## config.mk

```make
export PLATFORM = sky130hd
export DESIGN_NAME = humidity_temp_sensor_poll_controller_top
export DESIGN_NICKNAME = d
export VERILOG_FILES = /design/src/hdl/htspc_pkg.sv /design/src/hdl/htspc_frame_dec.sv /design/src/hdl/htspc_ctrl.sv /design/src/hdl/humidity_temp_sensor_poll_controller_top.sv
export SDC_FILE = /design/constraint.sdc
export NUM_CORES = 1
export LEC_CHECK = 0
export BUFFER_PORTS_ARGS = -buffer_cell sky130_fd_sc_hd__buf_2
export CORE_MARGIN = 5
export CORE_UTILIZATION = 44
export CTS_CLUSTER_DIAMETER = 120
export DETAILED_ROUTE_END_ITERATION = 16
export GPL_ROUTABILITY_DRIVEN = 0
export MAX_ROUTING_LAYER = met4
export PLACE_DENSITY = 0.75
export SETUP_SLACK_MARGIN = 0.3
export SYNTH_ARGS = -nofsm -noshare
export SYNTH_HDL_FRONTEND = slang
export SYNTH_HIERARCHICAL = 1
export SYNTH_SLANG_ARGS = --single-unit
```

## constraint.sdc

```tcl
create_clock -name clk -period 5.55 [get_ports clk]
set_clock_uncertainty 0.2 [all_clocks]
set_input_delay 1.665 -clock clk [delete_from_list [all_inputs] [get_ports clk]]
set_output_delay 1.665 -clock clk [all_outputs]
set_load 0.02 [all_outputs]
```

## src/hdl/htspc_pkg.sv

```systemverilog
// Shared types and codes for the humidity/temperature sensor poll controller.
// No dependencies; imported by every module of the block.
`default_nettype none

package htspc_pkg;

	// Result codes
	localparam logic [1:0] RC_OK          = 2'd0;
	localparam logic [1:0] RC_NOT_PRESENT = 2'd1;
	localparam logic [1:0] RC_SERVICE     = 2'd2;

	// Configuration register indexes
	localparam logic [1:0] CFG_CONV_TIME = 2'd0;
	localparam logic [1:0] CFG_TIMEOUT   = 2'd1;
	localparam logic [1:0] CFG_ERR_LIMIT = 2'd2;

	localparam logic [15:0] CONV_TIME_RST = 16'd80;
	localparam logic [15:0] TIMEOUT_RST   = 16'd500;
	localparam logic [15:0] ERR_LIMIT_RST = 16'd5;

	localparam int IN_TDATA_W  = 104;
	localparam int OUT_TDATA_W = 56;

	// Raw call as captured from the slave side
	typedef struct packed {
		logic        func;
		logic [31:0] now_ms;
		logic        probe_ok;
		logic [7:0]  status_byte;
		logic        init_ack;
		logic        trigger_ack;
		logic        frame_ok;
		logic [55:0] frame;
	} call_t;

	// Call with the frame already checked and scaled
	typedef struct packed {
		logic               func;
		logic [31:0]        now_ms;
		logic               probe_ok;
		logic               calibrated;
		logic               init_ack;
		logic               trigger_ack;
		logic               frame_good;
		logic [13:0]        humidity;
		logic signed [14:0] temperature;
	} dec_t;

	// One result beat
	typedef struct packed {
		logic [15:0]        error_count;
		logic               available;
		logic signed [14:0] temperature_centi;
		logic [13:0]        humidity_centi;
		logic               has_reading;
		logic               frame_read;
		logic               trigger_issued;
		logic [1:0]         result_code;
	} result_t;

endpackage

`default_nettype wire

```

## src/hdl/htspc_frame_dec.sv

```systemverilog
// Frame check (CRC8 poly 0x31, init 0xFF, busy bit) and fixed-point scaling stage.
// Depends on htspc_pkg; holds the second pipeline register.
`default_nettype none

module htspc_frame_dec (
	input  wire                  clk,
	input  wire                  arst_n,
	input  wire                  in_valid,
	output logic                 in_ready,
	input  htspc_pkg::call_t     in_call,
	output logic                 out_valid,
	input  wire                  out_ready,
	output htspc_pkg::dec_t      out_dec
);
	import htspc_pkg::*;

	localparam logic [7:0] CRC_POLY = 8'h31;
	localparam logic [7:0] CRC_INIT = 8'hFF;

	function automatic logic [7:0] crc8_byte(input logic [7:0] crc, input logic [7:0] data);
		logic [7:0] c;
		c = crc ^ data;
		for (int b = 0; b < 8; b++) begin
			if (c[7]) begin
				c = {c[6:0], 1'b0} ^ CRC_POLY;
			end else begin
				c = {c[6:0], 1'b0};
			end
		end
		return c;
	endfunction

	logic [7:0]  crc;
	logic [19:0] raw_h;
	logic [19:0] raw_t;
	logic [33:0] h_prod;
	logic [34:0] t_prod;
	logic [14:0] t_scaled;
	logic        good;
	dec_t        dec_d;
	dec_t        dec_s2;
	logic        valid_s2;

	always_comb begin
		crc = CRC_INIT;
		for (int i = 0; i < 6; i++) begin
			crc = crc8_byte(crc, in_call.frame[55 - 8*i -: 8]);
		end
	end

	assign raw_h    = in_call.frame[47:28];
	assign raw_t    = in_call.frame[27:8];
	assign h_prod   = 34'(raw_h) * 34'd10000;
	assign t_prod   = 35'(raw_t) * 35'd20000;
	assign t_scaled = t_prod[34:20];
	assign good     = in_call.frame_ok && !in_call.frame[55] && (crc == in_call.frame[7:0]);

	always_comb begin
		dec_d.func        = in_call.func;
		dec_d.now_ms      = in_call.now_ms;
		dec_d.probe_ok    = in_call.probe_ok;
		dec_d.calibrated  = in_call.status_byte[3];
		dec_d.init_ack    = in_call.init_ack;
		dec_d.trigger_ack = in_call.trigger_ack;
		dec_d.frame_good  = good;
		dec_d.humidity    = h_prod[33:20];
		dec_d.temperature = $signed(t_scaled - 15'd5000);
	end

	assign in_ready  = !valid_s2 || out_ready;
	assign out_valid = valid_s2;
	assign out_dec   = dec_s2;

	always_ff @(posedge clk or negedge arst_n) begin
		if (!arst_n) begin
			valid_s2 <= 1'b0;
		end else if (in_ready) begin
			valid_s2 <= in_valid;
		end
	end

	always_ff @(posedge clk) begin
		if (in_ready && in_valid) begin
			dec_s2 <= dec_d;
		end
	end

endmodule

`default_nettype wire

```

## src/hdl/htspc_ctrl.sv

```systemverilog
// Controller state, configuration registers and result register.
// Depends on htspc_pkg; fed by htspc_frame_dec.
`default_nettype none

module htspc_ctrl (
	input  wire                  clk,
	input  wire                  arst_n,
	input  wire                  cfg_we,
	input  wire [1:0]            cfg_index,
	input  wire [15:0]           cfg_data,
	input  wire                  in_valid,
	output logic                 in_ready,
	input  htspc_pkg::dec_t      in_dec,
	output logic                 out_valid,
	input  wire                  out_ready,
	output htspc_pkg::result_t   out_res
);
	import htspc_pkg::*;

	typedef enum logic [2:0] {
		PH_UNINIT = 3'b001,
		PH_IDLE   = 3'b010,
		PH_MEAS   = 3'b100
	} phase_t;

	logic [15:0] conv_time_q, timeout_q, err_limit_q;

	phase_t             phase_q, phase_d;
	logic [31:0]        trig_time_q, trig_time_d;
	logic [31:0]        last_svc_q, last_svc_d;
	logic               serviced_q, serviced_d;
	logic               reading_q, reading_d;
	logic               avail_q, avail_d;
	logic [15:0]        errors_q, errors_d;
	logic [13:0]        hum_q, hum_d;
	logic signed [14:0] temp_q, temp_d;

	logic [1:0]  code;
	logic        trig, rd;
	logic [31:0] elapsed;
	logic        fire;
	logic        out_v_q;
	result_t     res_q;

	assign in_ready  = !out_v_q || out_ready;
	assign fire      = in_valid && in_ready;
	assign elapsed   = in_dec.now_ms - trig_time_q;
	assign out_valid = out_v_q;
	assign out_res   = res_q;

	always_comb begin
		phase_d     = phase_q;
		trig_time_d = trig_time_q;
		last_svc_d  = last_svc_q;
		serviced_d  = serviced_q;
		reading_d   = reading_q;
		avail_d     = avail_q;
		errors_d    = errors_q;
		hum_d       = hum_q;
		temp_d      = temp_q;
		code        = RC_SERVICE;
		trig        = 1'b0;
		rd          = 1'b0;

		if (!in_dec.func) begin
			code = RC_OK;
			if (!avail_q) begin
				phase_d    = PH_UNINIT;
				reading_d  = 1'b0;
				serviced_d = 1'b0;
				errors_d   = '0;
				if (!in_dec.probe_ok) begin
					code = RC_NOT_PRESENT;
				end else if (!in_dec.calibrated && !in_dec.init_ack) begin
					code = RC_NOT_PRESENT;
				end else begin
					avail_d = 1'b1;
					trig    = 1'b1;
					if (!in_dec.trigger_ack) begin
						errors_d = 16'd1;
						if (errors_d == err_limit_q) begin
							avail_d = 1'b0;
						end
						phase_d = PH_IDLE;
					end else begin
						trig_time_d = '0;
						phase_d     = PH_MEAS;
					end
				end
			end
		end else if (avail_q && phase_q != PH_UNINIT &&
				!(serviced_q && in_dec.now_ms == last_svc_q)) begin
			last_svc_d = in_dec.now_ms;
			serviced_d = 1'b1;
			if (phase_q != PH_MEAS) begin
				trig = 1'b1;
				if (!in_dec.trigger_ack) begin
					if (errors_q != 16'hFFFF) begin
						errors_d = errors_q + 16'd1;
					end
					if (errors_d == err_limit_q) begin
						avail_d = 1'b0;
					end
					phase_d = PH_IDLE;
				end else begin
					trig_time_d = in_dec.now_ms;
					phase_d     = PH_MEAS;
				end
			end else if (elapsed >= 32'(conv_time_q)) begin
				rd = 1'b1;
				if (in_dec.frame_good) begin
					hum_d     = in_dec.humidity;
					temp_d    = in_dec.temperature;
					reading_d = 1'b1;
					trig      = 1'b1;
					// errors were just cleared, so a failed trigger leaves one
					if (!in_dec.trigger_ack) begin
						errors_d = 16'd1;
						if (errors_d == err_limit_q) begin
							avail_d = 1'b0;
						end
						phase_d = PH_IDLE;
					end else begin
						errors_d    = '0;
						trig_time_d = in_dec.now_ms;
						phase_d     = PH_MEAS;
					end
				end else if (elapsed >= 32'(timeout_q)) begin
					if (errors_q != 16'hFFFF) begin
						errors_d = errors_q + 16'd1;
					end
					if (errors_d == err_limit_q) begin
						avail_d = 1'b0;
					end
					phase_d = PH_IDLE;
				end
			end
		end
	end

	always_ff @(posedge clk or negedge arst_n) begin
		if (!arst_n) begin
			conv_time_q <= CONV_TIME_RST;
			timeout_q   <= TIMEOUT_RST;
			err_limit_q <= ERR_LIMIT_RST;
		end else if (cfg_we) begin
			unique case (cfg_index)
				CFG_CONV_TIME: conv_time_q <= cfg_data;
				CFG_TIMEOUT:   timeout_q   <= cfg_data;
				CFG_ERR_LIMIT: err_limit_q <= cfg_data;
				default: ;
			endcase
		end
	end

	always_ff @(posedge clk or negedge arst_n) begin
		if (!arst_n) begin
			phase_q     <= PH_UNINIT;
			trig_time_q <= '0;
			last_svc_q  <= '0;
			serviced_q  <= 1'b0;
			reading_q   <= 1'b0;
			avail_q     <= 1'b0;
			errors_q    <= '0;
			hum_q       <= '0;
			temp_q      <= '0;
			out_v_q     <= 1'b0;
		end else begin
			if (fire) begin
				phase_q     <= phase_d;
				trig_time_q <= trig_time_d;
				last_svc_q  <= last_svc_d;
				serviced_q  <= serviced_d;
				reading_q   <= reading_d;
				avail_q     <= avail_d;
				errors_q    <= errors_d;
				hum_q       <= hum_d;
				temp_q      <= temp_d;
			end
			if (in_ready) begin
				out_v_q <= in_valid;
			end
		end
	end

	always_ff @(posedge clk) begin
		if (fire) begin
			res_q.result_code       <= code;
			res_q.trigger_issued    <= trig;
			res_q.frame_read        <= rd;
			res_q.has_reading       <= reading_d;
			res_q.humidity_centi    <= hum_d;
			res_q.temperature_centi <= temp_d;
			res_q.available         <= avail_d;
			res_q.error_count       <= errors_d;
		end
	end

endmodule

`default_nettype wire

```

## src/hdl/humidity_temp_sensor_poll_controller_top.sv

```systemverilog
// Top level of the humidity/temperature sensor poll controller.
// Depends on htspc_pkg, htspc_frame_dec and htspc_ctrl.
//
// Usage:
//   Slave stream: one beat per begin or service call. s_tuser carries the call
//   kind (0 begin, 1 service); s_tdata carries the bus outcomes of that call.
//   Master stream: exactly one result beat per call, in call order.
//   Config port: cfg_we/cfg_index/cfg_data write conversion time (0), measure
//   timeout (1) and error limit (2); write only while no call is in flight.
//   Path: an accepted beat passes three registers (input register, frame
//   check/scaling, controller step), the first of which loads at the accepting
//   edge. Throughput: one beat per cycle while m_tready is high; the
//   controller state is updated as each beat is taken, so back-to-back calls
//   see each other's effects in order.
//   The frame CRC and the humidity/temperature multiplies sit in the middle
//   stage and set the critical path there.
//   Reset: arst_n clears all flags, error count and stored readings to zero,
//   sets the sensor uninitialized and loads the config registers with
//   80 / 500 / 5. No clearing pass is needed; beats are taken at once.
//   Stall: when m_tready is low the result is held; earlier stages keep
//   filling until each holds a beat, then s_tready drops.
`default_nettype none

module humidity_temp_sensor_poll_controller_top (
	input  wire         clk,
	input  wire         arst_n,
	input  wire         s_tvalid,
	output logic        s_tready,
	// [31:0] now_ms, [32] probe_ok, [40:33] status_byte, [41] init_ack,
	// [42] trigger_ack, [43] frame_ok, [99:44] frame, [103:100] zero
	input  wire [103:0] s_tdata,
	// [0] func
	input  wire         s_tuser,
	output logic        m_tvalid,
	input  wire         m_tready,
	// [1:0] result_code, [2] trigger_issued, [3] frame_read, [4] has_reading,
	// [18:5] humidity_centi, [33:19] temperature_centi, [34] available,
	// [50:35] error_count, [55:51] zero
	output logic [55:0] m_tdata,
	input  wire         cfg_we,
	input  wire [1:0]   cfg_index,
	input  wire [15:0]  cfg_data
);
	import htspc_pkg::*;

	call_t   call_d, call_s1;
	logic    valid_s1;
	logic    dec_ready;
	logic    dec_valid;
	dec_t    dec;
	logic    ctrl_ready;
	result_t res;

	// unpack the slave beat
	always_comb begin
		call_d.func        = s_tuser;
		call_d.now_ms      = s_tdata[31:0];
		call_d.probe_ok    = s_tdata[32];
		call_d.status_byte = s_tdata[40:33];
		call_d.init_ack    = s_tdata[41];
		call_d.trigger_ack = s_tdata[42];
		call_d.frame_ok    = s_tdata[43];
		call_d.frame       = s_tdata[99:44];
	end

	// input register: advance when the next stage can take its beat
	assign s_tready = !valid_s1 || dec_ready;

	always_ff @(posedge clk or negedge arst_n) begin
		if (!arst_n) begin
			valid_s1 <= 1'b0;
		end else if (s_tready) begin
			valid_s1 <= s_tvalid;
		end
	end

	always_ff @(posedge clk) begin
		if (s_tready && s_tvalid) begin
			call_s1 <= call_d;
		end
	end

	htspc_frame_dec u_dec (
		.clk       (clk),
		.arst_n    (arst_n),
		.in_valid  (valid_s1),
		.in_ready  (dec_ready),
		.in_call   (call_s1),
		.out_valid (dec_valid),
		.out_ready (ctrl_ready),
		.out_dec   (dec)
	);

	htspc_ctrl u_ctrl (
		.clk       (clk),
		.arst_n    (arst_n),
		.cfg_we    (cfg_we),
		.cfg_index (cfg_index),
		.cfg_data  (cfg_data),
		.in_valid  (dec_valid),
		.in_ready  (ctrl_ready),
		.in_dec    (dec),
		.out_valid (m_tvalid),
		.out_ready (m_tready),
		.out_res   (res)
	);

	// pack the result beat, zero fill to whole bytes
	assign m_tdata = {5'b0, res};

endmodule

`default_nettype wire

```

# == Word level (Yosys, flattened, before mapping) ==
# Index checks and enable logic that the tools add are counted.
# word_totals
elab_cells,288
output_inout_bits,58
inputBits,128
ff_bits,381
# classes
n_mux,137
n_addsub,3
n_mul,2
reduce_logical,31
eq_ne,16
n_lt_le_gt_ge,2
n_bitwise,56
# ops
cell,n
$mux W16,21
$mux W32,10
$mux W6,48
$not A3 Y3,48
$mux W15,5
$mux W14,5
$ge A32 B16 Y1,2
$mul A20 B10 Y30 const B,2
$xor A8 B8 Y8,5
$mux W1,36
$eq A16 B16 Y1,2
$eq A32 B32 Y1,1
$sub A32 B32 Y32,1
$mux W3,10
$add A16 B1 Y16 const B,1
$eq A1 B16 Y1 const A,1
$ne A16 B16 Y1 const B,1
$sub A15 B13 Y15 const B,1
$logic_and A1 B1 Y1,9
$eq A8 B8 Y1,1
$not A8 Y8,1
$reduce_and A8 Y1,1
$logic_not A1 Y1,7
$ne A3 B1 Y1 const B,2
other kinds (17),26

# == Depth between registers and ports, before layout ==
# depth
word_depth,104
ltp_mapped,23
depth_no_buf,23

# == By module ==
# The synthesis kept the hierarchy.
# modules_own_cells
module,cells_each,n_inst,area_each_um2,seq_area_each_um2
htspc_ctrl,1289,1,12868.6,5649.2
htspc_frame_dec,850,1,9183.8,2037.0
humidity_temp_sensor_poll_controller_top,111,1,3128.0,3057.9

# == Worst setup path before layout ==
# No wires, ideal clock.
# synth_timing
path_type,reg-to-reg
from,register call_s1[12] (netlist name)
to,"register u_dec.dec_s2, in the netlist u_dec/out_dec[13], data pin"
setup_time_ns,0.260
path_stages_with_launch,24
period_less_slack_ns,5.868
t_arrival_ns,5.409
t_required_ns,5.090
n_path_buf,0
path_slack_ns,-0.318
cell_sequence,edfxtp_1 > fa_1 > ha_1 > inv_1 > fa_1 > inv_1 > ha_1 > inv_1 > fa_1 > inv_1 > ha_1 > a21o_1 > a2111o_1 > a21oi_1 > o21bai_1 > a21oi_1 > xor2_1 > ha_1 > nand2b_1 > o221ai_1 > o22ai_1 > a21oi_1 > o221ai_1 > xnor2_1
# synth_rtl
element,line_no,rtl
start: declaration,humidity_temp_sensor_poll_controller_top.sv:46,"call_t call_d, call_s1;"
start signal: assignment,humidity_temp_sensor_poll_controller_top.sv:79,call_s1 <= call_d;
end signal: assignment,htspc_frame_dec.sv:84,dec_s2 <= dec_d;
end: declaration,htspc_frame_dec.sv:41,dec_t dec_s2;

==> impl_metrics.json <==
{
  "status": "finished, violations left",
  "failed_checks": "setup timing",
  "cp_data_arrival_time_ns": 5.92,
  "dp_hpwl_um": 43610,
  "slew_headroom_pct": 31.95,
  "critical_path.max_stage_delay_ns": 0.53,
  "synth_cells": 2243,
  "fp.dieH_um": 248.2,
  "vdd_drop_max_v": 0.001904,
  "track_usage_pct": 18.93,
  "die_x_um": 248.2,
  "drt_iter0_drc": 1151,
  "start_kind": "flip-flop",
  "final_cells": 3308,
  "clk_pin_slew_worst_paths_ns": 0.06,
  "clk_path_buf_depth": 3,
  "path_class": "reg2reg",
  "nets": 2962,
  "drc": 0,
  "leakage_nw": 13.22,
  "max_freq_mhz": 171.9,
  "dp_slack_ns": -0.3183,
  "pin_count": 186,
  "insertion_delay_ns": 0.59,
  "cts_root_buf": "clkbuf_16",
  "drt_pass1_iterations": 8,
  "min_period_ns": 5.817,
  "post_drt_wl_per_cell_um": 17.43,
  "clkSinkCount": 378,
  "tns_ns": -1.010,
  "cts_tree": "built",
  "hold_path.class": "reg2reg",
  "htree_levels": 2,
  "syn-cell-area_um2": 24970,
  "core_um2": 56280,
  "worst_pin_slew_ns": 1.016,
  "setup-violations-final": 6,
  "grt_max_degree": 93,
  "initial_core_util_pct": 44.37,
  "grt_pass1_vias": 17822,
  "ys.warnings.count": 6,
  "power_density_nw_per_um2": 716.7,
  "post_dp_cell_area_um2": 27100,
  "endpoint_kind": "flip-flop",
  "slew_viol_final": 0,
  "rows": 87,
  "die_area_um2": 61620,
  "drive_above_1_share_pct": 22.97,
  "antenna_found_initial": 1,
  "worstPathMaxFanout": 4,
  "drt-vias-per-instance": 5.302,
  "cts_made_buffers": 43,
  "grt_pass1_wl_um": 91400,
  "finalHoldViolations": 0,
  "routed_wl_um": 57650,
  "avgSynthCellArea_um2": 11.13,
  "drv_cap": 0,
  "required_ns": 5.65,
  "rsz0062_at_grt": "true",
  "dp.cells": 3178,
  "gr-total-overflow": 0,
  "p_total_mw": 20.98,
  "via_count": 17539,
  "fin_ws_ns": -0.2669,
  "slowest_stage": "fa_1",
  "ant_nets": 0,
  "port_buffers": 169,
  "period_share_pct": 104.8,
  "worstPathCellList": "fa_1 > ha_1 > inv_2 > fa_1 > inv_1 > ha_1 > inv_1 > fa_1 > inv_1 > ha_1 > o21a_1 > o2111a_1 > a21oi_2 > o21bai_2 > buf_4 > xnor2_1 > ha_2 > nand2b_4 > o221ai_4 > a2bb2oi_1 > o221ai_1 > a21oi_1 > o21ai_0",
  "finish.instance_area_um2": 29270,
  "area_growth_pct": 17.24
}
path summary, 6_finish.rpt:
path                                    endpoint  slack (ns)  depth (start not counted)        start
min reg2reg                    u_dec/out_dec[44]        0.20                          0  call_s1[78]
min in group asynchronous    u_ctrl/errors_q[14]        0.99                          1       arst_n
max reg2reg                    u_dec/out_dec[11]       -0.27                         23  call_s1[15]
max in group asynchronous  u_ctrl/trig_time_q[1]        3.18                          2       arst_n
min                            u_dec/out_dec[44]        0.20                          0  call_s1[78]
max                            u_dec/out_dec[11]       -0.27                         23  call_s1[15]
stage by stage:
step           util [%]  hold slack [ns]
6_report          52.02           0.1962
3_5_place_dp      48.15           0.2045
3_3_place_gp      48.15           0.2021
2_1_floorplan         -           0.2003
5_1_grt           52.01           0.2101
4_1_cts           51.20           0.2001
cell type report:
cell class / count / area (um2)
well taps: 756 / 945.9
repair buffers: 289 / 1824
multi-input cells: 1508 / 13410
fillers: 4810 / 27000
inverters: 296 / 1111
flip-flops and latches: 378 / 10530
diodes: 1 / 2.502
clock inverters: 24 / 267.8
clock buffers: 56 / 1176
power by group:
group | internal [mW] | switching (mW) | total, mW
registers | 3.91 | 0.460 | 4.37
clock network | 1.70 | 1.19 | 2.89
logic | 6.49 | 7.23 | 13.7
total | 12.1 | 8.87 | 21.0
metal layers:
| metal | track usage, % | share of wire (%) | up-vias |
|---|---|---|---|
| li1 | - | - | 8335 |
| met1 | 23.28 | 41 | 8543 |
| met2 | 32.08 | 50 | 527 |
| met3 | 2.511 | 5.0 | 134 |
| met4 | 7.173 | 3.7 | 0 |
| met5 | - | 0 | - |
layout by cell type (no fill, tap or decap), types with 8 or more instances in the layout:
cell type,instances
inv_1,290
ha_1,214
edfxtp_1,212
nand2_1,178
buf_2,168
dfrtp_1,155
xnor2_1,118
buf_4,108
mux2_2,107
o21ai_0,106
fa_1,93
nor2_1,85
xor2_1,81
a21oi_1,72
clkbuf_16,44
a21o_1,38
nand3_1,27
nand4_1,22
nor3_1,21
and3_1,18
nand2b_1,15
o21ai_1,15
xnor2_2,14
nor4_1,14
o21a_1,14
mux2_1,14
a21oi_2,12
o211ai_1,12
dfstp_2,11
buf_6,10
clkbuf_1,9
a31oi_1,9
and4_1,8
and2_1,8
a22o_1,8
ha_4,8
sequential cells by signal, indices dropped and copies added, names as in the netlist, 14 cells and up:
signal / flops
u_ctrl/temp_q: 15
call_s1: 94
u_ctrl/err_limit_q: 16
u_ctrl/errors_q: 16
u_ctrl/trig_time_q: 32
u_ctrl/timeout_q: 16
u_dec/out_dec: 67
u_ctrl/last_svc_q: 32
u_ctrl/conv_time_q: 16
u_ctrl/hum_q: 14
u_ctrl/out_res: 51
worst max-delay path, delay by kind of cell, from the launching register on:
kind / cells / cell delay (ns)
xor gates and xnor gates: 1 / 0.19
adders and majority gates: 7 / 2.62
and+or+nand+nor: 1 / 0.07
DFF: 1 / 0.49
AOI/OAI and AO/OA: 9 / 1.63
buffers and inverters: 5 / 0.35
timing repair:
item / in CTS / in global routing
endpoints found under the setup margin: 12 / 136
hold endpoints to repair: 0 / 0
pin swaps: 15 / 57
hold buffers: 0 / 0
resized for setup: 22 / 49
setup buffers: 20 / 29
No activity file was read; power rests on OpenSTA's default activity.
